==> src/rtl/assert_macros.svh <==
// assertion helpers used by the top-level rtl
`ifndef ASSERT_MACROS_SVH
`define ASSERT_MACROS_SVH

// antecedent implies consequent in the same cycle
`define ASSERT_IMPLY(label, clk, rst_n, ante, cons) \
  label: assert property (@(posedge clk) disable iff (!rst_n) (ante) |-> (cons)) \
    else $error("implication check failed");

// antecedent implies consequent in the next cycle
`define ASSERT_NEXT(label, clk, rst_n, ante, cons) \
  label: assert property (@(posedge clk) disable iff (!rst_n) (ante) |=> (cons)) \
    else $error("next-cycle check failed");

`endif

==> src/rtl/fsps_pkg.sv <==
`default_nettype none
package fsps_pkg;

  // pixel and phase widths
  localparam int PIXEL_BITS   = 8;
  localparam int PHASE_BITS   = 16;

  // cordic geometry
  localparam int CORDIC_STEPS = 30;
  localparam int STEP_W       = $clog2(CORDIC_STEPS);
  localparam int FRAC_BITS    = 32;
  localparam int ANGLE_W      = 32;
  // numerator and denominator span +-2*(2^PIXEL_BITS-1)
  localparam int NUM_W        = PIXEL_BITS + 2;
  // cordic gain times sqrt(2) stays below 4, plus sign and guard bit
  localparam int XY_W         = PIXEL_BITS + FRAC_BITS + 5;

  // pipeline depth: front register, cells, rounding register
  localparam int LATENCY      = CORDIC_STEPS + 2;

  localparam logic [ANGLE_W-1:0]    HALF_TURN_Z = ANGLE_W'(1) << (ANGLE_W - 1);
  localparam logic [ANGLE_W-1:0]    ROUND_ADD   = ANGLE_W'(1) << (ANGLE_W - 1 - PHASE_BITS);
  localparam logic [PHASE_BITS-1:0] HALF_TURN   = PHASE_BITS'(1) << (PHASE_BITS - 1);

  // control travelling alongside the data
  typedef struct packed {
    logic valid;
    logic nomod;
  } ctl_t;

  // cordic vector and angle accumulator
  typedef struct packed {
    logic signed [XY_W-1:0] x;
    logic signed [XY_W-1:0] y;
    logic [ANGLE_W-1:0]     z;
  } cordic_t;

  // atan(2^-i) in units of 2^-32 turn, rounded to nearest
  function automatic logic [ANGLE_W-1:0] arc_value(input logic [STEP_W-1:0] idx);
    logic [ANGLE_W-1:0] v;
    case (idx)
      5'd0:    v = 32'h20000000;
      5'd1:    v = 32'h12E4051E;
      5'd2:    v = 32'h09FB385B;
      5'd3:    v = 32'h051111D4;
      5'd4:    v = 32'h028B0D43;
      5'd5:    v = 32'h0145D7E1;
      5'd6:    v = 32'h00A2F61E;
      5'd7:    v = 32'h00517C55;
      5'd8:    v = 32'h0028BE53;
      5'd9:    v = 32'h00145F2F;
      5'd10:   v = 32'h000A2F98;
      5'd11:   v = 32'h000517CC;
      5'd12:   v = 32'h00028BE6;
      5'd13:   v = 32'h000145F3;
      5'd14:   v = 32'h0000A2FA;
      5'd15:   v = 32'h0000517D;
      5'd16:   v = 32'h000028BE;
      5'd17:   v = 32'h0000145F;
      5'd18:   v = 32'h00000A30;
      5'd19:   v = 32'h00000518;
      5'd20:   v = 32'h0000028C;
      5'd21:   v = 32'h00000146;
      5'd22:   v = 32'h000000A3;
      5'd23:   v = 32'h00000051;
      5'd24:   v = 32'h00000029;
      5'd25:   v = 32'h00000014;
      5'd26:   v = 32'h0000000A;
      5'd27:   v = 32'h00000005;
      5'd28:   v = 32'h00000003;
      5'd29:   v = 32'h00000001;
      default: v = '0;
    endcase
    return v;
  endfunction

endpackage
`default_nettype wire

==> src/rtl/fsps_cell.sv <==
`default_nettype none
module fsps_cell (
  input  wire logic                              clk,
  input  wire logic                              rst_n,
  input  wire logic [fsps_pkg::STEP_W-1:0]       step_i,
  input  wire logic [fsps_pkg::ANGLE_W-1:0]      arc_i,
  input  wire fsps_pkg::ctl_t                    ctl_i,
  input  wire fsps_pkg::cordic_t                 dat_i,
  output fsps_pkg::ctl_t                         ctl_o,
  output fsps_pkg::cordic_t                      dat_o
);

  logic signed [fsps_pkg::XY_W-1:0] dx;
  logic signed [fsps_pkg::XY_W-1:0] dy;
  fsps_pkg::ctl_t                   ctl_r;
  fsps_pkg::cordic_t                dat_r, dat_nxt;

  // one micro-rotation, direction from the sign of y
  always_comb begin
    dx = dat_i.y >>> step_i;
    dy = dat_i.x >>> step_i;
    if (!dat_i.y[fsps_pkg::XY_W-1]) begin
      dat_nxt.x = dat_i.x + dx;
      dat_nxt.y = dat_i.y - dy;
      dat_nxt.z = dat_i.z + arc_i;
    end else begin
      dat_nxt.x = dat_i.x - dx;
      dat_nxt.y = dat_i.y + dy;
      dat_nxt.z = dat_i.z - arc_i;
    end
  end

  // control register
  always_ff @(posedge clk) begin
    if (!rst_n) begin
      ctl_r <= '0;
    end else begin
      ctl_r <= ctl_i;
    end
  end

  // payload register
  always_ff @(posedge clk) begin
    dat_r <= dat_nxt;
  end

  assign ctl_o = ctl_r;
  assign dat_o = dat_r;

endmodule
`default_nettype wire

==> config.mk <==
export PLATFORM = sky130hd
export DESIGN_NAME = fsps_cell
export DESIGN_NICKNAME = d
export VERILOG_FILES = /design/src/rtl/assert_macros.svh /design/src/rtl/fsps_pkg.sv /design/src/rtl/fsps_cell.sv
export SDC_FILE = /design/constraint.sdc
export NUM_CORES = 1
export LEC_CHECK = 0
export CAP_MARGIN = 15
export CORE_ASPECT_RATIO = 1.1
export CORE_MARGIN = 4
export CORE_UTILIZATION = 38
export DETAILED_ROUTE_END_ITERATION = 8
export DONT_BUFFER_PORTS = 1
export PLACE_DENSITY = 0.56
export REMOVE_ABC_BUFFERS = 1
export SETUP_SLACK_MARGIN = 0.5
export SLEW_MARGIN = 15
export SYNTH_ARGS = -nofsm -noshare
export SYNTH_HDL_FRONTEND = slang
export SYNTH_SLANG_ARGS = --single-unit
==> constraint.sdc <==
create_clock -name clk -period 5.9 [get_ports clk]
set_input_delay 0.295 -clock clk [delete_from_list [all_inputs] [get_ports clk]]
set_output_delay 0.295 -clock clk [all_outputs]
set_load 0.01 [all_outputs]
==> metrics.csv <==
metric;value;unit
RSZ-0062 raised after global routing;false;
CTS HTree Levels;4;
Synth Warn #;0;
cell taking the most area after synthesis;mux4_2;
Antenna Cells;0;
WHS;0.06427;ns
FILL cells;5007;
chip height;243.5;microns
CTS max path bufs;2;
final WL;77.58;mm
share of cells above drive strength 1;0.2043;
status;complete, no violations;
Pwr Density;248.1;nW/um^2
synth unique cells;101;
top_reg_cell synth;dfxtp_1;
hold depth;2;
crit start category;input pin;
part of the power in registers;0.293;
Sw Share;0.4117;
Max Fclk;0.1906;GHz
via/cell ratio;6.388;
Setup CP Type;input pin to register;
final worst setup slack;0.6548;ns
Die Area;54070;sq um
via count;18910;
# clock sinks;124;
Psw;2180;uW
Static Leak;0.008780;uW
DR WL/cell;26.20;microns
GR Util All Layers;0.2759;
# setup viols final;0;
worst-margin pin slew;1.163;ns
top cells by area, synth;mux4_2, dfxtp_1, ha_1, xnor2_1, a21oi_1;
pre-CTS setup slack;0.09731;ns
initial antenna violation count;3;
final core utilization;0.4267;
Mapped Area;19160;sq um
Multi-input gate area;15740;sq um
clock share of power;0.194;
ANT nets after route;0;
Mapped Cells;2204;
flops & latches, synth;124;
CTS tree;yes;
CP max FO;111;
Hold Crit Class;input pin to register;
clk slew on worst S/H paths;0.06;ns
Initial Util;0.3829;
Ports;287;
Arr. time, crit path;5.63;ns
Yosys top cell area share;0.1575;
setup TNS;0;ns
total clock buffers created by CTS;17;
P_int;3116;uW
total gr overflow;0;
Period Utilization, post-route;0.8890;
Avg Cell Area, Syn;8.692;sq um
first-pass GRT wire length;115.3;mm
Max-slew headroom;0.2204;
number of cell rows;86;
PortBufs;0;
DRT iter0 DRCs;1970;
min cycle time layout;5.245;ns
Pre-antenna DRT Iters;5;
# Max-Cap Violations;0;
DP HPWL;61.00;mm
Critical Path End Type;register;
final hold vios;0;
Sequential cell area;2482;sq um
Final Max Tran Viols;0;
CTS root buffer;clkbuf_16;
Logic pwr share;0.512;
Layout area overhead;11.44;%
share of the yosys chip area belonging to registers;0.1296;
peak supply drop;0.1957;mV
chip width;222.1;microns
WP data required;6.29;ns
number of synthesized flops with an enable pin;0;
GP Congestion;1.030;
pin count of the biggest net entering global routing;141;
Remaining DRCs;0;
Core Region;50040;sq um
vias in the first global route;18370;
setup bufs post-CTS;0;
Nets;2589;
async set or reset register ratio after synthesis;0;
## flip-flops by register name, summed over array words and instances (netlist names)
signal / cells
dat_o: 122
ctl_o: 2
## per-stage QoR
stage          area [sq um]  total power [uW]  instances
2_1_floorplan         18380              3349       2074
3_3_place_gp          20650              4237       2922
3_5_place_dp          20650              4255       2922
4_1_cts               21290              5347       2961
5_1_grt               21350              5659       2961
6_report              21350              5296       2961
## power by group through the flow
stage	logic (uW)	registers, uW	clock network (uW)
global route	2960	1590	1110
floorplan	1860	1490	0
CTS	2690	1570	1090
finish	2710	1550	1030
detailed placement	2670	1590	0
global placement	2650	1590	0
## Yosys cell counts, drive strengths merged, types with 17 or more instances
| cell | n |
|---|---|
| nand4 | 22 |
| nand3 | 56 |
| and3 | 24 |
| mux4 | 137 |
| nor3 | 45 |
| xnor2 | 145 |
| nor2 | 155 |
| nand2 | 153 |
| buf | 81 |
| xor2 | 63 |
| mux2 | 55 |
| clkbuf | 49 |
| nor2b | 22 |
| a21oi | 182 |
| o22ai | 18 |
| o21ai | 112 |
| dfxtp | 124 |
| inv | 58 |
| nand2b | 24 |
| a31oi | 31 |
| a21o | 84 |
| o21a | 25 |
| o21bai | 17 |
| o211ai | 18 |
| mux2i | 74 |
| ha | 134 |
| and2 | 26 |
| a211oi | 19 |
## cells in the final DEF (no fill, tap or decap), types with 10 or more instances in the layout
cell type and count:
a21o_1 84, and2_1 24, xor2_1 63, nor3_1 41
o22ai_1 18, nor2_1 153, mux2_2 55, o221ai_1 10
buf_4 186, a211oi_1 19, or2_2 13, dfxtp_1 124
mux4_2 134, inv_1 54, mux2i_1 70, nand3_1 56
o21a_1 25, xnor2_1 145, o21ai_0 105, o21bai_1 17
o31ai_1 13, a31oi_1 30, nand4_1 21, nand2b_1 24
nand2_1 153, a21oi_1 179, and3_1 24, ha_1 134
clkbuf_16 17, a22oi_1 11, o211ai_1 17, and4_1 14
nor4_1 10, nor2b_1 22
## worst max-delay path, stage by stage
cell and delay (ns):
mux4_2 0.56, mux2_2 0.33, mux2i_1 0.45, o221ai_2 0.29
a2111oi_0 0.43, buf_4 0.19, and2_1 0.17, and4_1 0.23
buf_4 0.12, a41oi_1 0.13, xnor2_1 0.17, ha_1 0.35
a211oi_1 0.09, nand2_1 0.09, a21oi_1 0.04, a21oi_1 0.26
a31oi_1 0.17, or2_2 0.35, o311a_1 0.36, or3_1 0.38
o211ai_1 0.08
## final timing paths
kind	slack [ns]	endpoint	startpoint
worst max-delay path	0.65	dat_o[118]	step_i[2]
worst min-delay path	0.06	dat_o[76]	dat_i[121]
## timing repair
item	4_1_cts	5_1_grt
gates resized for setup	0	18
hold buffers	8	0
endpoints found under the setup margin	0	19
hold endpoints to repair	6	0
## area by class of cell
class | instances | area share
multi-input cells | 1892 | 0.7374
flip-flops and latches | 124 | 0.1163
repair buffers | 196 | 0.07103
well taps | 660 | 0.03868
clock buffers | 23 | 0.02192
inverters | 58 | 0.01037
clock inverters | 8 | 0.004337
## routing by layer
layer,track usage,vias to the layer above,wire length (microns)
li1,-,8647,-
met1,0.3347,9212,30710
met2,0.4596,886,36550
met3,0.07447,163,6706
met4,0.1230,6,3565
met5,0,-,41
## cells by family after synthesis
logic type | Yosys count | synth area share
compound gates | 674 | 0.2372
xor+xnor | 208 | 0.09510
fa+ha+maj | 137 | 0.09065
buf+inv | 188 | 0.05179
flops | 124 | 0.1296
mux | 266 | 0.2341
simple gates | 607 | 0.1615
(Power assumes the default switching activity.)
