[config.mk]
export PLATFORM = sky130hd
export DESIGN_NAME = fsps_front
export DESIGN_NICKNAME = d
export VERILOG_FILES = /design/src/rtl/assert_macros.svh /design/src/rtl/fsps_pkg.sv /design/src/rtl/fsps_front.sv
export SDC_FILE = /design/constraint.sdc
export NUM_CORES = 1
export LEC_CHECK = 0
export BUFFER_PORTS_ARGS = -buffer_cell sky130_fd_sc_hd__buf_2
export CAP_MARGIN = 20
export CORE_AREA = 2 2 89 74
export DETAILED_ROUTE_END_ITERATION = 12
export DIE_AREA = 0 0 91 76
export GPL_ROUTABILITY_DRIVEN = 0
export GPL_TIMING_DRIVEN = 0
export PLACE_DENSITY = 0.82
export RECOVER_POWER = 25
export SLEW_MARGIN = 30
export SYNTH_ARGS = -nofsm -noshare
export SYNTH_HDL_FRONTEND = slang
export SYNTH_SLANG_ARGS = --single-unit
[constraint.sdc]
create_clock -name clk -period 3.3 [get_ports clk]
set_clock_uncertainty 0.15 [all_clocks]
set_input_delay 0.495 -clock clk [delete_from_list [all_inputs] [get_ports clk]]
set_output_delay 0.495 -clock clk [all_outputs]
set_load 0.05 [all_outputs]
[src/rtl/assert_macros.svh]
// assertion helpers used by the top-level rtl
`ifndef ASSERT_MACROS_SVH
`define ASSERT_MACROS_SVH

// antecedent implies consequent in the same cycle
`define ASSERT_IMPLY(label, clk, rst_n, ante, cons) \
  label: assert property (@(posedge clk) disable iff (!rst_n) (ante) |-> (cons)) \
    else $error("implication check failed");

// antecedent implies consequent in the next cycle
`define ASSERT_NEXT(label, clk, rst_n, ante, cons) \
  label: assert property (@(posedge clk) disable iff (!rst_n) (ante) |=> (cons)) \
    else $error("next-cycle check failed");

`endif

[src/rtl/fsps_pkg.sv]
`default_nettype none
package fsps_pkg;

  // pixel and phase widths
  localparam int PIXEL_BITS   = 8;
  localparam int PHASE_BITS   = 16;

  // cordic geometry
  localparam int CORDIC_STEPS = 30;
  localparam int STEP_W       = $clog2(CORDIC_STEPS);
  localparam int FRAC_BITS    = 32;
  localparam int ANGLE_W      = 32;
  // numerator and denominator span +-2*(2^PIXEL_BITS-1)
  localparam int NUM_W        = PIXEL_BITS + 2;
  // cordic gain times sqrt(2) stays below 4, plus sign and guard bit
  localparam int XY_W         = PIXEL_BITS + FRAC_BITS + 5;

  // pipeline depth: front register, cells, rounding register
  localparam int LATENCY      = CORDIC_STEPS + 2;

  localparam logic [ANGLE_W-1:0]    HALF_TURN_Z = ANGLE_W'(1) << (ANGLE_W - 1);
  localparam logic [ANGLE_W-1:0]    ROUND_ADD   = ANGLE_W'(1) << (ANGLE_W - 1 - PHASE_BITS);
  localparam logic [PHASE_BITS-1:0] HALF_TURN   = PHASE_BITS'(1) << (PHASE_BITS - 1);

  // control travelling alongside the data
  typedef struct packed {
    logic valid;
    logic nomod;
  } ctl_t;

  // cordic vector and angle accumulator
  typedef struct packed {
    logic signed [XY_W-1:0] x;
    logic signed [XY_W-1:0] y;
    logic [ANGLE_W-1:0]     z;
  } cordic_t;

  // atan(2^-i) in units of 2^-32 turn, rounded to nearest
  function automatic logic [ANGLE_W-1:0] arc_value(input logic [STEP_W-1:0] idx);
    logic [ANGLE_W-1:0] v;
    case (idx)
      5'd0:    v = 32'h20000000;
      5'd1:    v = 32'h12E4051E;
      5'd2:    v = 32'h09FB385B;
      5'd3:    v = 32'h051111D4;
      5'd4:    v = 32'h028B0D43;
      5'd5:    v = 32'h0145D7E1;
      5'd6:    v = 32'h00A2F61E;
      5'd7:    v = 32'h00517C55;
      5'd8:    v = 32'h0028BE53;
      5'd9:    v = 32'h00145F2F;
      5'd10:   v = 32'h000A2F98;
      5'd11:   v = 32'h000517CC;
      5'd12:   v = 32'h00028BE6;
      5'd13:   v = 32'h000145F3;
      5'd14:   v = 32'h0000A2FA;
      5'd15:   v = 32'h0000517D;
      5'd16:   v = 32'h000028BE;
      5'd17:   v = 32'h0000145F;
      5'd18:   v = 32'h00000A30;
      5'd19:   v = 32'h00000518;
      5'd20:   v = 32'h0000028C;
      5'd21:   v = 32'h00000146;
      5'd22:   v = 32'h000000A3;
      5'd23:   v = 32'h00000051;
      5'd24:   v = 32'h00000029;
      5'd25:   v = 32'h00000014;
      5'd26:   v = 32'h0000000A;
      5'd27:   v = 32'h00000005;
      5'd28:   v = 32'h00000003;
      5'd29:   v = 32'h00000001;
      default: v = '0;
    endcase
    return v;
  endfunction

endpackage
`default_nettype wire

[src/rtl/fsps_front.sv]
`default_nettype none
module fsps_front (
  input  wire logic                           clk,
  input  wire logic                           rst_n,
  input  wire logic                           xfer,
  input  wire logic [fsps_pkg::PIXEL_BITS-1:0] i1,
  input  wire logic [fsps_pkg::PIXEL_BITS-1:0] i2,
  input  wire logic [fsps_pkg::PIXEL_BITS-1:0] i3,
  input  wire logic [fsps_pkg::PIXEL_BITS-1:0] i4,
  input  wire logic [fsps_pkg::PIXEL_BITS-1:0] i5,
  output fsps_pkg::ctl_t                      ctl_o,
  output fsps_pkg::cordic_t                   dat_o
);

  localparam int NW = fsps_pkg::NUM_W;
  localparam int XW = fsps_pkg::XY_W;
  localparam int FB = fsps_pkg::FRAC_BITS;

  logic signed [NW-1:0] num;
  logic signed [NW-1:0] den;
  logic signed [NW-1:0] num_rot;
  logic signed [NW-1:0] den_rot;
  fsps_pkg::ctl_t       ctl_r, ctl_nxt;
  fsps_pkg::cordic_t    dat_r, dat_nxt;

  // numerator 2*(i2-i4), denominator 2*i3-i1-i5
  always_comb begin
    num = (NW'(i2) - NW'(i4)) <<< 1;
    den = (NW'(i3) <<< 1) - NW'(i1) - NW'(i5);
  end

  // prerotate into the right half plane
  always_comb begin
    num_rot = den[NW-1] ? -num : num;
    den_rot = den[NW-1] ? -den : den;
    dat_nxt.x = XW'(den_rot) <<< FB;
    dat_nxt.y = XW'(num_rot) <<< FB;
    dat_nxt.z = den[NW-1] ? fsps_pkg::HALF_TURN_Z : '0;
    ctl_nxt.valid = xfer;
    ctl_nxt.nomod = (num == '0) && (den == '0);
  end

  // control register
  always_ff @(posedge clk) begin
    if (!rst_n) begin
      ctl_r <= '0;
    end else begin
      ctl_r <= ctl_nxt;
    end
  end

  // payload register
  always_ff @(posedge clk) begin
    dat_r <= dat_nxt;
  end

  assign ctl_o = ctl_r;
  assign dat_o = dat_r;

endmodule
`default_nettype wire

==> impl_results.md <==
* Total Power at 1892 µW
* Synth Cell Area at 2591 µm²
* Sw frac at 55.55%
* Most used DFF post-synth: dfxtp_1
* CTS root buffer: clkbuf_8
* Layout cells sized above 1 at 36.65%
* Leakage at 0.002023 µW
* Hold Slack at 288.6 ps
* Hold Fails Final Rpt at 0
* Residual DRC at 0
* WS Path Type: in2reg
* Post-route antenna net violation count at 0
* Post-synthesis compound-gate area fraction at 12.12%
* Initial Util at 42.37%
* Synth async-reset ratio at 0%
* EDFF count, synth at 0
* Die ar. at 6916 µm²
* Bufs and invs on worst path at 2
* Internal power at 841.1 µW
* Cell variety after synth at 47
* Clk pwr share at 9.9%
* Register share of total power at 20.6%
* # port buffers at 70
* Worst hold path stage count at 2
* Cells after Synth at 314
* Total wire length at 4.935 mm
* Hold Buf Count CTS at 0
* Largest net degree at the start of global routing at 13
* Number of cell rows at 26
* Hold/Removal Path Class: in2reg
* Slowest stage delay, CP at 470 ps
* Slew Viols, Final at 0
* Critical path's top delay family: simple AND/OR/NAND/NOR gates
* CP arrival at 3090 ps
* Combinational power share at 69.5%
* Worst-Margin Slew at 813.6 ps
* Fin crit share at 92.86%
* Vias in the first global route at 2007
* Core ar. at 6116 µm²
* Final min period at 3064 ps
* Fillers at 575
* Layout area overhead at 32.98%
* YS warnings at 0
* GRT overflow at 0
* CTS clk-pin slew, worst paths at 70 ps
* Number of I/O pins at 167
* Fin area at 3446 µm²
* Worst hold path endpoint: ctl_o[1]$_SDFF_PN0_
* Initial antenna violation count at 0
* Max transition margin at 45.07%
* Pwr dens at 549.2 nW/µm²
* Worst Slack Setup Final at 235.6 ps
* GRT Total Usage at 13.71%
* Clk sink count at 22
* Seq/Total Area, Yosys at 17.00%
* H-tree depth at 1
* P_sw at 1051 µW
* CP Data Required Time at 3330 ps
* Post-CTS setup buffer count at 0
* DPL Wire Length at 4.390 mm
* Largest family of logic cells by synthesized area: buffers and inverters
* Synthesized area per cell at 8.252 µm²
* Post-synth top area share at 29.55%
* DR WL/cell at 8.704 µm
* Die span in y at 76 µm
* Worst slack, placed at -26.28 ps
* CP max stage cell: fa_1
* Hold path startpoint: xfer
* Worst path cell trace: buf_2, inv_1, fa_1, ha_1, o21ai_0, or4b_2, nand3_1, or2_1, or3_4, nor4_4
* Area leader, netlist: buf_4
* Xor and xnor area share after synthesis at 7.774%
* Post-synthesis mux area share at 0%
* Seq cells post-synth at 22
* Critical Path Fanout Max at 6
* Initial DRC Count at 41
* Post-synthesis adder-cell area fraction at 16.32%
* Area of the multi-input gates at 1590 µm²
* Max Clk Rate at 326.3 MHz
* CTS Buf Count at 3
* Die Wd at 91 µm
* RSZ-0062 raised after global routing: false
* Via density at 3.982
* CP startpoint kind: input pin
* DP Area at 3403 µm²
* CTS tree: yes
* Clock buffer depth at 2
* TritonRoute pass-1 iters at 4
* Outcome: completed
* Maxcap violations at 0
* Post-synthesis simple-gate area fraction at 11.25%
* Via count at 2258
* Max VDD drop at 223.6 µV
* Final nets at 556
* Antenna diodes at 0
* Synth top area cells: buf_4 30%, dfxtp_1 17%, ha_1 10%
* Register area at 440.4 µm²
* Crit. End Element: flip-flop
* First-pass GRT wire length at 8.121 mm
* Resize count post-CTS at 0
* Final setup fails at 0
registers in the layout, indices dropped and copies added (netlist names):
name	count
dat_o	20
ctl_o	2
worst max-delay path by stage:
stage | from | endpoint | slack, ps | depth (start not counted)
after CTS | i1[2] | ctl_o[0]$_SDFF_PN0_ | 250 | 10
after global routing | i1[2] | ctl_o[0]$_SDFF_PN0_ | 70 | 10
final | i1[2] | ctl_o[0]$_SDFF_PN0_ | 240 | 10
after global placement | i1[2] | ctl_o[0]$_SDFF_PN0_ | 70 | 10
after detailed placement | i1[2] | ctl_o[0]$_SDFF_PN0_ | -30 | 10
after floorplan | i1[4] | ctl_o[0]$_SDFF_PN0_ | 260 | 10
cell usage after synthesis (2+ instances only):
cell type and count:
inv_1 32, nand2b_1 3, a21oi_1 13, o21bai_1 4, o21ai_0 10, nor2_1 18, buf_6 2, fa_1 8
a31oi_1 3, buf_4 102, o311ai_0 2, ha_1 21, a21o_1 3, and2_1 2, nand2_1 10, nor3_1 4
dfxtp_1 22, xnor2_1 13, or3_1 2, nand3_1 3, a211oi_1 2, xor2_1 10
routing by layer:
| layer | global-route usage [%] | vias to the layer above | share of wire, % |
|---|---|---|---|
| li1 | - | 1164 | - |
| met1 | 16.92 | 986 | 42 |
| met2 | 24.22 | 101 | 48 |
| met3 | 2.077 | 7 | 8.7 |
| met4 | 4.848 | 0 | 1.3 |
| met5 | 0 | - | 0 |
final cells by class:
class | count | share of cell area [%]
Multi-Input combinational cell | 249 | 46.15
Timing Repair Buffer | 70 | 9.804
Tap cell | 84 | 3.050
Inverter | 32 | 3.486
Clock buffer | 4 | 1.598
Sequential cell | 22 | 12.78
Buffer | 106 | 23.13
power groups by stage:
stage,clock (µW),sequential (µW),combinational (µW)
after detailed placement,0,394,1320
after floorplan,0,742,762
final,187,390,1310
after CTS,192,389,1320
after global placement,0,397,1300
after global routing,203,400,1400
per-stage QoR:
stage | TNS [ps] | utilization, % | cells
6_report | 0 | 56.34 | 567
4_1_cts | 0 | 56.55 | 567
3_5_place_dp | -26.28 | 55.65 | 563
2_1_floorplan | 0 | - | 409
3_3_place_gp | 0 | 55.65 | 563
5_1_grt | 0 | 56.34 | 567
cells by family (layout without fill, tap and decap cells):
family                     Yosys count  after routing
AOI/OAI and AO/OA                   47             47
other                                1             96
DFF                                 22             22
and+or+nand+nor                     54             54
adders and majority gates           29             29
xor gates and xnor gates            23             23
buffers and inverters              138            212
cells in the final DEF, fill, tap and decap left out, types with 2 or more instances in the layout:
cell type,n
a211oi_1,2
a21o_1,3
a21oi_1,13
a31oi_1,3
and2_1,2
buf_2,61
buf_4,102
buf_6,2
clkbuf_1,11
clkbuf_8,4
conb_1,96
dfxtp_1,22
fa_1,8
ha_1,21
inv_1,32
nand2_1,10
nand2b_1,3
nand3_1,3
nor2_1,18
nor3_1,4
o21ai_0,10
o21bai_1,4
o311ai_0,2
or3_1,2
xnor2_1,13
xor2_1,10
Power figures use the tool's default switching activity.
