<file path="src/rtl/assert_macros.svh">
// assertion helpers used by the top-level rtl
`ifndef ASSERT_MACROS_SVH
`define ASSERT_MACROS_SVH

// antecedent implies consequent in the same cycle
`define ASSERT_IMPLY(label, clk, rst_n, ante, cons) \
  label: assert property (@(posedge clk) disable iff (!rst_n) (ante) |-> (cons)) \
    else $error("implication check failed");

// antecedent implies consequent in the next cycle
`define ASSERT_NEXT(label, clk, rst_n, ante, cons) \
  label: assert property (@(posedge clk) disable iff (!rst_n) (ante) |=> (cons)) \
    else $error("next-cycle check failed");

`endif

</file>
<file path="src/rtl/fsps_pkg.sv">
`default_nettype none
package fsps_pkg;

  // pixel and phase widths
  localparam int PIXEL_BITS   = 8;
  localparam int PHASE_BITS   = 16;

  // cordic geometry
  localparam int CORDIC_STEPS = 30;
  localparam int STEP_W       = $clog2(CORDIC_STEPS);
  localparam int FRAC_BITS    = 32;
  localparam int ANGLE_W      = 32;
  // numerator and denominator span +-2*(2^PIXEL_BITS-1)
  localparam int NUM_W        = PIXEL_BITS + 2;
  // cordic gain times sqrt(2) stays below 4, plus sign and guard bit
  localparam int XY_W         = PIXEL_BITS + FRAC_BITS + 5;

  // pipeline depth: front register, cells, rounding register
  localparam int LATENCY      = CORDIC_STEPS + 2;

  localparam logic [ANGLE_W-1:0]    HALF_TURN_Z = ANGLE_W'(1) << (ANGLE_W - 1);
  localparam logic [ANGLE_W-1:0]    ROUND_ADD   = ANGLE_W'(1) << (ANGLE_W - 1 - PHASE_BITS);
  localparam logic [PHASE_BITS-1:0] HALF_TURN   = PHASE_BITS'(1) << (PHASE_BITS - 1);

  // control travelling alongside the data
  typedef struct packed {
    logic valid;
    logic nomod;
  } ctl_t;

  // cordic vector and angle accumulator
  typedef struct packed {
    logic signed [XY_W-1:0] x;
    logic signed [XY_W-1:0] y;
    logic [ANGLE_W-1:0]     z;
  } cordic_t;

  // atan(2^-i) in units of 2^-32 turn, rounded to nearest
  function automatic logic [ANGLE_W-1:0] arc_value(input logic [STEP_W-1:0] idx);
    logic [ANGLE_W-1:0] v;
    case (idx)
      5'd0:    v = 32'h20000000;
      5'd1:    v = 32'h12E4051E;
      5'd2:    v = 32'h09FB385B;
      5'd3:    v = 32'h051111D4;
      5'd4:    v = 32'h028B0D43;
      5'd5:    v = 32'h0145D7E1;
      5'd6:    v = 32'h00A2F61E;
      5'd7:    v = 32'h00517C55;
      5'd8:    v = 32'h0028BE53;
      5'd9:    v = 32'h00145F2F;
      5'd10:   v = 32'h000A2F98;
      5'd11:   v = 32'h000517CC;
      5'd12:   v = 32'h00028BE6;
      5'd13:   v = 32'h000145F3;
      5'd14:   v = 32'h0000A2FA;
      5'd15:   v = 32'h0000517D;
      5'd16:   v = 32'h000028BE;
      5'd17:   v = 32'h0000145F;
      5'd18:   v = 32'h00000A30;
      5'd19:   v = 32'h00000518;
      5'd20:   v = 32'h0000028C;
      5'd21:   v = 32'h00000146;
      5'd22:   v = 32'h000000A3;
      5'd23:   v = 32'h00000051;
      5'd24:   v = 32'h00000029;
      5'd25:   v = 32'h00000014;
      5'd26:   v = 32'h0000000A;
      5'd27:   v = 32'h00000005;
      5'd28:   v = 32'h00000003;
      5'd29:   v = 32'h00000001;
      default: v = '0;
    endcase
    return v;
  endfunction

endpackage
`default_nettype wire

</file>
<file path="src/rtl/fsps_round.sv">
`default_nettype none
module fsps_round (
  input  wire logic                             clk,
  input  wire logic                             rst_n,
  input  wire fsps_pkg::ctl_t                   ctl_i,
  input  wire logic [fsps_pkg::ANGLE_W-1:0]     z_i,
  output logic                                  valid_o,
  output logic [fsps_pkg::PHASE_BITS-1:0]       phase_o,
  output logic                                  nomod_o
);

  localparam int AW = fsps_pkg::ANGLE_W;
  localparam int PB = fsps_pkg::PHASE_BITS;

  logic [AW-1:0] turn;
  logic          valid_r;
  logic [PB-1:0] phase_r, phase_nxt;
  logic          nomod_r;

  // shift by half a turn, round half up, full turn wraps to zero; no modulation gives half a turn
  always_comb begin
    turn = z_i + fsps_pkg::HALF_TURN_Z + fsps_pkg::ROUND_ADD;
    phase_nxt = ctl_i.nomod ? fsps_pkg::HALF_TURN : turn[AW-1 -: PB];
  end

  // result strobe
  always_ff @(posedge clk) begin
    if (!rst_n) begin
      valid_r <= 1'b0;
    end else begin
      valid_r <= ctl_i.valid;
    end
  end

  // result payload
  always_ff @(posedge clk) begin
    phase_r <= phase_nxt;
    nomod_r <= ctl_i.nomod;
  end

  assign valid_o = valid_r;
  assign phase_o = phase_r;
  assign nomod_o = nomod_r;

endmodule
`default_nettype wire

</file>
<file path="config.mk">
export PLATFORM = sky130hd
export DESIGN_NAME = fsps_round
export DESIGN_NICKNAME = d
export VERILOG_FILES = /design/src/rtl/assert_macros.svh /design/src/rtl/fsps_pkg.sv /design/src/rtl/fsps_round.sv
export SDC_FILE = /design/constraint.sdc
export NUM_CORES = 1
export LEC_CHECK = 0
export BUFFER_PORTS_ARGS = -buffer_cell sky130_fd_sc_hd__buf_2
export CORE_ASPECT_RATIO = 1.2
export CORE_MARGIN = 3
export CORE_UTILIZATION = 40
export DETAILED_ROUTE_END_ITERATION = 16
export PLACE_DENSITY = 0.78
export SLEW_MARGIN = 20
export SYNTH_ARGS = -nofsm -noshare
export SYNTH_HDL_FRONTEND = slang
export SYNTH_SLANG_ARGS = --single-unit
</file>
<file path="constraint.sdc">
create_clock -name clk -period 3.5 [get_ports clk]
set_input_delay 0.7 -clock clk [delete_from_list [all_inputs] [get_ports clk]]
set_output_delay 0.7 -clock clk [all_outputs]
set_load 0.005 [all_outputs]
</file>
==> results.sh, run 1 <==
export IMPL_routed_via_density=4.92
export IMPL_synthDominantCellAreaShare_pct=45.9
export IMPL_final_max_slew_viol_count=0
export IMPL_postLayoutCellArea_um2=1020
export IMPL_setup_tns_final_ns=0
export IMPL_route_vias_total=689
export IMPL_grt_overflow_total=0
export IMPL_timing_critical_path_required_ns=3.69
export IMPL_crit_path_top_delay_cell="sky130_fd_sc_hd__nor3_1"
export IMPL_timing_critical_path_arrival_ns=1.87
export IMPL_syn_to_final_growth_pct=29.5
export IMPL_h_tree_depth=1
export IMPL_power_per_cell_area_nw_per_um2=400
export IMPL_ant_nets=0
export IMPL_setup_repair_bufs_after_cts=0
export IMPL_nNetsFinal=160
export IMPL_critical_path_max_stage_delay_ns=0.33
export IMPL_drt_total_wl_um=1630
export IMPL_grt_usage_pct=13.3
export IMPL_placed_wire_length_estimate_um=1190
export IMPL_fp_coreArea_um2=1740
export IMPL_final_fill_count=155
export IMPL_worst_setup_path_start_kind="input port"
export IMPL_cts_tree="yes"
export IMPL_detailedPlace_worstSlack_ns=1.52
export IMPL_critPathTopFamily="simple AND/OR/NAND/NOR gates"
export IMPL_crit_chain="buf_2, ha_1, nand4_1, nor3_1, nand4_1, mux2i_1"
export IMPL_drv_max_cap_violation_count=0
export IMPL_hold_slack_ns=0.599
export IMPL_setup_viol_count_final=0
export IMPL_fin_crit_period_ns=1.68
export IMPL_mappedNetlistNets=119
export IMPL_outcome="finished clean"
export IMPL_yosysSeqAreaShare_pct=45.9
export IMPL_post_drt_wl_per_cell_um=11.6
export IMPL_timing_final_ws_setup_ns=1.82
export IMPL_timing_critical_path_fanout_max=6
export IMPL_clock_tree_buffer_depth=2
export IMPL_timing_final_hold_violations=0
export IMPL_grt_first_pass_wirelength_um=2440
export IMPL_ir_worst_vdd_uv=146
export IMPL_syn_cell_area_um2=786
export IMPL_power_leakage_nw=0.469
export IMPL_dieArea_um2=2530
export IMPL_cell_type_with_the_highest_aggregate_area_in_the_netlist="sky130_fd_sc_hd__dfxtp_1"
export IMPL_worst_path_clk_slew_ns=0.10
export IMPL_num_io_pins=54
export IMPL_worstSetupStartpoint="z_i[15]"
export IMPL_port_buffers=38
export IMPL_yosys_register_bits=18
export IMPL_cp_common_cell="sky130_fd_sc_hd__nand4_1"
export IMPL_num_antenna_cells=0
export IMPL_rows=16
export IMPL_hold_buffers=0
export IMPL_synthMostInstantiatedCell="sky130_fd_sc_hd__dfxtp_1"
export IMPL_timing_final_crit_share_pct=47.9
export IMPL_tritoncts_num_buffers=3
export IMPL_yosys_top_cells_area="sky130_fd_sc_hd__dfxtp_1, sky130_fd_sc_hd__xnor2_1, sky130_fd_sc_hd__nor2_1, sky130_fd_sc_hd__mux2_1, sky130_fd_sc_hd__nor4_4"
export IMPL_yosys_warnings=0
export IMPL_netlist_instances=82
export IMPL_placement_cell_area_um2=981
export IMPL_initial_utilization_pct=45.1
export IMPL_critical_path_endpoint="phase_o[15]"
export IMPL_synth_ff_type="sky130_fd_sc_hd__dfxtp_1"
export IMPL_criticalPathCategory="input port to register"
export IMPL_ys_types=28
export IMPL_max_clock_freq_mhz=596
export IMPL_commonest_cells_post_synth="sky130_fd_sc_hd__dfxtp_1, sky130_fd_sc_hd__nor2_1, sky130_fd_sc_hd__xnor2_1"
export IMPL_critical_path_buf_inv_count=1
export IMPL_tightest_slew_ns=0.325
export IMPL_end_kind="register"
export IMPL_hold_class="input port to register"
export IMPL_power_consumption_mw=0.407
export IMPL_postLayoutCoreUtil_pct=58.4
export IMPL_drc=0
export IMPL_critical_path_depth=6
export IMPL_die_height_um=54.6
export IMPL_placed_insts=136
export IMPL_die_w_um=46.5
export IMPL_syn_mean_instance_area_um2=9.58
export IMPL_clock_sink_count=18
export IMPL_cts_resized_gates=0
export IMPL_max_slew_margin_rel_pct=78.0
export IMPL_dr_pass1_iters=4
export IMPL_finalWeightedCongestion=0.756
export IMPL_synth_enable_flop_cells=0
export IMPL_grt_setup_unrepaired="false"
export IMPL_grt_pass1_vias=620
export IMPL_antenna_violations_before_repair=0
export IMPL_drtIter0Drc=7
export IMPL_final_cells=140
export IMPL_drive_above_1_share_pct=40.2
export IMPL_clk_root_buffer_cell="sky130_fd_sc_hd__clkbuf_4"
export IMPL_asyncSetResetFlopFracSynth_pct=0
export IMPL_grt_max_degree=22
## sequential cells by signal, indices dropped and copies added (netlist names)
| register | flops |
|---|---|
| phase_o | 16 |
| valid_o | 1 |
| nomod_o | 1 |
## report_power, final
group          total [mW]  switching (mW)  internal (mW)
logic              0.0599          0.0314         0.0285
clock network       0.128          0.0644         0.0634
registers           0.219         0.00213          0.217
## cell families (layout without fill, tap and decap cells)
family	after synthesis	after routing	share of synthesized area, %
buffers and inverters	3	43	2.71
DFF	18	18	45.9
adders and majority gates	1	1	1.59
AOI/OAI and AO/OA	6	6	4.30
xor gates and xnor gates	9	9	10.0
muxes	3	3	4.14
and+or+nand+nor	42	42	31.4
## per-layer routing
layer	share of wire (%)	vias up	global-route usage, %
met4	1.4	0	8.53
met3	6.8	2	1.32
li1	-	363	-
met2	52	22	23.2
met5	0	-	0
met1	40	302	15.1
## cells in the final DEF, fill, tap and decap left out, drive strengths merged
cell    count
buf        38
dfxtp      18
nor2       14
xnor2       7
nand2       5
nand3       5
clkbuf      4
nand4       3
a21oi       3
nor2b       3
nor4        3
mux2        2
nor3        2
o21ai       2
or3         2
xor2        2
and4        1
nor4b       1
and2b       1
nand2b      1
a31o        1
inv         1
and2        1
mux2i       1
ha          1
## how the worst min path moves through the flow
stage	slack, ns	start	cells past startpoint	end
3_5_place_dp	0.90	ctl_i[1]	2	valid_o
5_1_grt	0.59	ctl_i[1]	2	valid_o
2_1_floorplan	0.73	ctl_i[0]	0	nomod_o
3_3_place_gp	0.90	ctl_i[1]	2	valid_o
6_report	0.60	ctl_i[1]	2	valid_o
4_1_cts	0.59	ctl_i[1]	2	valid_o
## final cells by class
cell class                      instances  area [um^2]  share of cell area (%)
Tap cell                               18         22.5                    2.21
Inverter                                1         3.75                   0.369
Clock buffer                            4         36.3                    3.57
Timing Repair Buffer                   38          190                    18.7
Sequential cell                        18          360                    35.4
Multi-Input combinational cell         61          404                    39.7
No activity file was read; power rests on OpenSTA's default activity.
==> inputs of run 2 (changes only) <==
--- a/config.mk
+++ b/config.mk
@@ -8,9 +8,9 @@
 export BUFFER_PORTS_ARGS = -buffer_cell sky130_fd_sc_hd__buf_2
 export CORE_ASPECT_RATIO = 1.2
 export CORE_MARGIN = 3
-export CORE_UTILIZATION = 40
+export CORE_UTILIZATION = 39
 export DETAILED_ROUTE_END_ITERATION = 16
-export PLACE_DENSITY = 0.78
+export PLACE_DENSITY = 0.76
 export SLEW_MARGIN = 20
 export SYNTH_ARGS = -nofsm -noshare
 export SYNTH_HDL_FRONTEND = slang
==> constraint.sdc (replaced) <==
create_clock -name clk -period 1.55 [get_ports clk]
set_input_delay 0.31 -clock clk [delete_from_list [all_inputs] [get_ports clk]]
set_output_delay 0.31 -clock clk [all_outputs]
set_load 0.005 [all_outputs]
==> results.sh, run 2 (same netlist as run 1, synthesis figures left out) <==
export IMPL_placed_insts=144
export IMPL_finalWeightedCongestion=0.835
export IMPL_max_clock_freq_mhz=801
export IMPL_outcome="finished clean"
export IMPL_num_antenna_cells=0
export IMPL_nNetsFinal=167
export IMPL_cts_tree="yes"
export IMPL_tritoncts_num_buffers=3
export IMPL_drive_above_1_share_pct=43.0
export IMPL_grt_overflow_total=0
export IMPL_num_io_pins=54
export IMPL_power_per_cell_area_nw_per_um2=810
export IMPL_final_max_slew_viol_count=0
export IMPL_tightest_slew_ns=0.397
export IMPL_dieArea_um2=2590
export IMPL_port_buffers=38
export IMPL_worst_path_clk_slew_ns=0.09
export IMPL_setup_tns_final_ns=0
export IMPL_grt_pass1_vias=665
export IMPL_timing_critical_path_required_ns=1.73
export IMPL_drt_total_wl_um=1650
export IMPL_criticalPathCategory="input port to register"
export IMPL_worst_setup_path_start_kind="input port"
export IMPL_drc=0
export IMPL_max_slew_margin_rel_pct=73.2
export IMPL_die_w_um=47.0
export IMPL_largest_register_ffs=16
export IMPL_grt_first_pass_wirelength_um=2540
export IMPL_timing_hold_worst_endpoint="valid_o"
export IMPL_hold_class="input port to register"
export IMPL_h_tree_depth=1
export IMPL_hold_buffers=0
export IMPL_timing_critical_path_arrival_ns=1.42
export IMPL_mostFrequentLayoutCell="sky130_fd_sc_hd__buf_2"
export IMPL_globalRouteMet2Util_pct=25.1
export IMPL_grt_setup_unrepaired="false"
export IMPL_globalRouteMet1Util_pct=14.8
export IMPL_ant_nets=0
export IMPL_die_height_um=55.2
export IMPL_setup_viol_count_final=0
export IMPL_drtIter0Drc=22
export IMPL_end_kind="register"
export IMPL_dr_pass1_iters=5
export IMPL_timing_final_hold_violations=0
export IMPL_worstSetupStartpoint="z_i[16]"
export IMPL_rows=17
export IMPL_ir_worst_vdd_uv=486
export IMPL_timing_critical_path_fanout_max=5
export IMPL_fp_coreArea_um2=1870
export IMPL_antenna_violations_before_repair=0
export IMPL_grt_usage_pct=13.9
export IMPL_drv_max_cap_violation_count=0
export IMPL_clk_root_buffer_cell="sky130_fd_sc_hd__clkbuf_4"
export IMPL_post_drt_wl_per_cell_um=11.2
export IMPL_cts_resized_gates=0
export IMPL_placed_wire_length_estimate_um=1340
export IMPL_final_cell_mix="sky130_fd_sc_hd__buf_2, sky130_fd_sc_hd__dfxtp_1, sky130_fd_sc_hd__nor2_1, sky130_fd_sc_hd__xnor2_1, sky130_fd_sc_hd__buf_4"
export IMPL_final_cells=147
export IMPL_critical_hold_path_startpoint="ctl_i[1]"
export IMPL_power_leakage_nw=0.495
export IMPL_syn_to_final_growth_pct=34.6
export IMPL_postLayoutCoreUtil_pct=56.5
export IMPL_route_vias_total=740
export IMPL_global_route_usage_met3_pct=1.94
export IMPL_fin_crit_period_ns=1.25
export IMPL_hold_path_cell_count=2
export IMPL_initial_utilization_pct=42.0
export IMPL_grt_max_degree=13
export IMPL_routed_via_density=5.03
export IMPL_clock_tree_buffer_depth=2
export IMPL_timing_final_crit_share_pct=80.5
export IMPL_setup_repair_bufs_after_cts=0
export IMPL_final_fill_count=163
export IMPL_top_usage_layer="met2"
export IMPL_clock_sink_count=18
==> run 2: area by class of cell <==
cell class / instances / area, um^2 / share of cell area, %
Clock buffer: 3 / 22.5 / 2.13
Multi-Input combinational cell: 61 / 404 / 38.2
Sequential cell: 18 / 360 / 34.1
Tap cell: 19 / 23.8 / 2.25
Inverter: 1 / 3.75 / 0.355
Timing Repair Buffer: 45 / 243 / 23.0
==> run 2: critical path: stages <==
cell and delay (ns):
sky130_fd_sc_hd__buf_2 0.11, sky130_fd_sc_hd__ha_1 0.18, sky130_fd_sc_hd__nand4_1 0.19, sky130_fd_sc_hd__nor4b_1 0.41, sky130_fd_sc_hd__xnor2_1 0.16, sky130_fd_sc_hd__nor2_1 0.05
==> run 2: per-layer routing <==
layer	wire, um	share of wire, %	up-vias
met5	0	0	-
met4	20	1.2	0
met3	91	5.5	2
met2	869	53	24
met1	670	41	339
li1	-	-	375
==> run 2: stage by stage <==
| step | hold slack [ns] | cell area (um^2) | total power, mW | worst slack [ns] |
|---|---|---|---|---|
| CTS | 0.223 | 1060 | 0.871 | 0.310 |
| detailed placement | 0.521 | 1030 | 0.652 | 0.00991 |
| floorplan | 0.338 | 786 | 0.569 | 0.233 |
| global placement | 0.515 | 1030 | 0.647 | 0.0712 |
| global route | 0.235 | 1060 | 0.901 | 0.162 |
| finish | 0.232 | 1060 | 0.857 | 0.302 |
==> run 2: how the worst max path moves through the flow <==
stage                  endpoint  slack (ns)  depth (start not counted)
CTS                 phase_o[13]        0.31                          6
global placement    phase_o[12]        0.07                          5
global route        phase_o[15]        0.16                          6
detailed placement  phase_o[13]        0.01                          6
floorplan           phase_o[13]        0.23                          5
finish              phase_o[13]        0.30                          6
==> run 2: power breakdown <==
group | switching [mW] | internal (mW)
registers | 0.00546 | 0.489
logic | 0.0731 | 0.0720
clock network | 0.127 | 0.0901
==> inputs of run 3 (changes only) <==
--- a/config.mk
+++ b/config.mk
@@ -8,9 +8,9 @@
 export BUFFER_PORTS_ARGS = -buffer_cell sky130_fd_sc_hd__buf_2
 export CORE_ASPECT_RATIO = 1.2
 export CORE_MARGIN = 3
-export CORE_UTILIZATION = 39
+export CORE_UTILIZATION = 36
 export DETAILED_ROUTE_END_ITERATION = 16
-export PLACE_DENSITY = 0.76
+export PLACE_DENSITY = 0.74
 export SLEW_MARGIN = 20
 export SYNTH_ARGS = -nofsm -noshare
 export SYNTH_HDL_FRONTEND = slang
==> constraint.sdc (replaced) <==
create_clock -name clk -period 1.1 [get_ports clk]
set_input_delay 0.22 -clock clk [delete_from_list [all_inputs] [get_ports clk]]
set_output_delay 0.22 -clock clk [all_outputs]
set_load 0.005 [all_outputs]
==> results.sh, run 3 (same netlist as run 1, synthesis figures left out) <==
export IMPL_timing_final_crit_share_pct=96.6
export IMPL_power_leakage_nw=0.584
export IMPL_tightest_slew_ns=0.366
export IMPL_die_height_um=57.2
export IMPL_dr_pass1_iters=4
export IMPL_criticalPathCategory="input port to register"
export IMPL_power_per_cell_area_nw_per_um2=1040
export IMPL_timing_final_hold_violations=0
export IMPL_clk_root_buffer_cell="sky130_fd_sc_hd__clkbuf_4"
export IMPL_timing_final_ws_setup_ns=0.0379
export IMPL_max_clock_freq_mhz=942
export IMPL_outcome="finished clean"
export IMPL_timing_critical_path_arrival_ns=1.25
export IMPL_grt_usage_pct=14.4
export IMPL_worst_path_clk_slew_ns=0.09
export IMPL_placed_insts=166
export IMPL_final_fill_count=181
export IMPL_placement_cell_area_um2=1180
export IMPL_final_cell_mix="sky130_fd_sc_hd__buf_2, sky130_fd_sc_hd__buf_4, sky130_fd_sc_hd__dfxtp_1, sky130_fd_sc_hd__nor2_1, sky130_fd_sc_hd__xnor2_1"
export IMPL_drive_above_1_share_pct=51.8
export IMPL_worst_setup_path_start_kind="input port"
export IMPL_postLayoutCellArea_um2=1220
export IMPL_largest_register_ffs=16
export IMPL_hold_path_cell_count=2
export IMPL_clock_tree_buffer_depth=2
export IMPL_h_tree_depth=1
export IMPL_setup_viol_count_final=0
export IMPL_num_io_pins=54
export IMPL_drt_total_wl_um=1890
export IMPL_end_kind="register"
export IMPL_power_consumption_mw=1.27
export IMPL_ir_worst_vdd_uv=690
export IMPL_timing_critical_path_fanout_max=6
export IMPL_hold_slack_ns=0.133
export IMPL_critical_hold_path_startpoint="ctl_i[1]"
export IMPL_syn_to_final_growth_pct=55.3
export IMPL_drc=0
export IMPL_ant_nets=0
export IMPL_grt_pass1_vias=795
export IMPL_grt_max_degree=10
export IMPL_clock_sink_count=18
export IMPL_route_vias_total=794
export IMPL_grt_first_pass_wirelength_um=3110
export IMPL_tritoncts_num_buffers=3
export IMPL_mostFrequentLayoutCell="sky130_fd_sc_hd__buf_2"
export IMPL_hold_buffers=0
export IMPL_nNetsFinal=180
export IMPL_drv_max_cap_violation_count=0
export IMPL_routed_via_density=4.70
export IMPL_post_drt_wl_per_cell_um=11.2
export IMPL_num_antenna_cells=0
export IMPL_timing_critical_path_required_ns=1.29
export IMPL_placed_wire_length_estimate_um=1480
export IMPL_grt_overflow_total=0
export IMPL_hold_class="input port to register"
export IMPL_fp_coreArea_um2=1960
export IMPL_port_buffers=38
export IMPL_setup_tns_final_ns=0
export IMPL_initial_utilization_pct=40.2
export IMPL_detailedPlace_worstSlack_ns=-0.260
export IMPL_timing_hold_worst_endpoint="valid_o"
export IMPL_dieArea_um2=2780
export IMPL_rows=17
export IMPL_max_slew_margin_rel_pct=75.4
export IMPL_finalWeightedCongestion=0.776
export IMPL_cts_tree="yes"
export IMPL_final_cells=169
export IMPL_drtIter0Drc=4
export IMPL_fin_crit_period_ns=1.06
export IMPL_postLayoutCoreUtil_pct=62.3
export IMPL_antenna_violations_before_repair=0
export IMPL_final_max_slew_viol_count=0
export IMPL_die_w_um=48.7
-- run 3: cell types whose count changed in the layout (fill, tap and decap cells not counted) --
cell	change
sky130_fd_sc_hd__nor3_1	-1
sky130_fd_sc_hd__nor3_4	+1
sky130_fd_sc_hd__or3_4	+1
sky130_fd_sc_hd__buf_4	+13
sky130_fd_sc_hd__nor4_1	-1
sky130_fd_sc_hd__nand3_1	-1
sky130_fd_sc_hd__nor4b_4	+1
sky130_fd_sc_hd__nor4_2	+1
sky130_fd_sc_hd__nor4b_1	-1
sky130_fd_sc_hd__or3_2	-1
sky130_fd_sc_hd__ha_4	+1
sky130_fd_sc_hd__ha_1	-1
sky130_fd_sc_hd__nand3_2	+1
-- run 3: final cells by class --
cell class,count,area [um^2],share of cell area (%)
flip-flops and latches,18,360,29.5
inverters,1,3.75,0.308
clock buffers,3,22.5,1.85
multi-input cells,61,458,37.5
well taps,28,35.0,2.87
repair buffers,58,340,27.9
-- run 3: worst max-delay path by stage --
stage            start           to  slack [ns]  depth (start not counted)
5_1_grt        z_i[15]  phase_o[13]       -0.02                          7
3_5_place_dp   z_i[15]  phase_o[12]       -0.26                          5
4_1_cts        z_i[15]  phase_o[15]        0.04                          7
6_report       z_i[15]  phase_o[13]        0.04                          7
2_1_floorplan  z_i[20]  phase_o[12]       -0.10                          4
3_3_place_gp   z_i[15]  phase_o[14]       -0.23                          5
-- run 3: critical path, cell delays in order --
cell and delay [ns]:
sky130_fd_sc_hd__buf_2 0.13, sky130_fd_sc_hd__ha_4 0.14, sky130_fd_sc_hd__nand4_1 0.10, sky130_fd_sc_hd__buf_4 0.19, sky130_fd_sc_hd__nor4b_4 0.28, sky130_fd_sc_hd__xnor2_1 0.14
sky130_fd_sc_hd__nor2_1 0.05
-- run 3: layer usage --
metal | wire (um) | vias up | global-route usage, %
li1 | - | 402 | -
met1 | 784 | 365 | 13.6
met2 | 961 | 23 | 27.2
met3 | 86 | 4 | 2.09
met4 | 61 | 0 | 12.2
met5 | 0 | - | 0
-- run 3: timing repair --
action                                  4_1_cts  5_1_grt
gates resized for setup                       0        3
buffers inserted                              0        0
endpoints found under the setup margin        0        4
-- run 3: where the power goes --
part	internal (mW)	switching [mW]	leakage, nW	total [mW]
clock	0.127	0.189	0.0138	0.316
sequential	0.690	0.00694	0.150	0.697
combinational	0.134	0.121	0.420	0.255
total	0.951	0.316	0.584	1.27
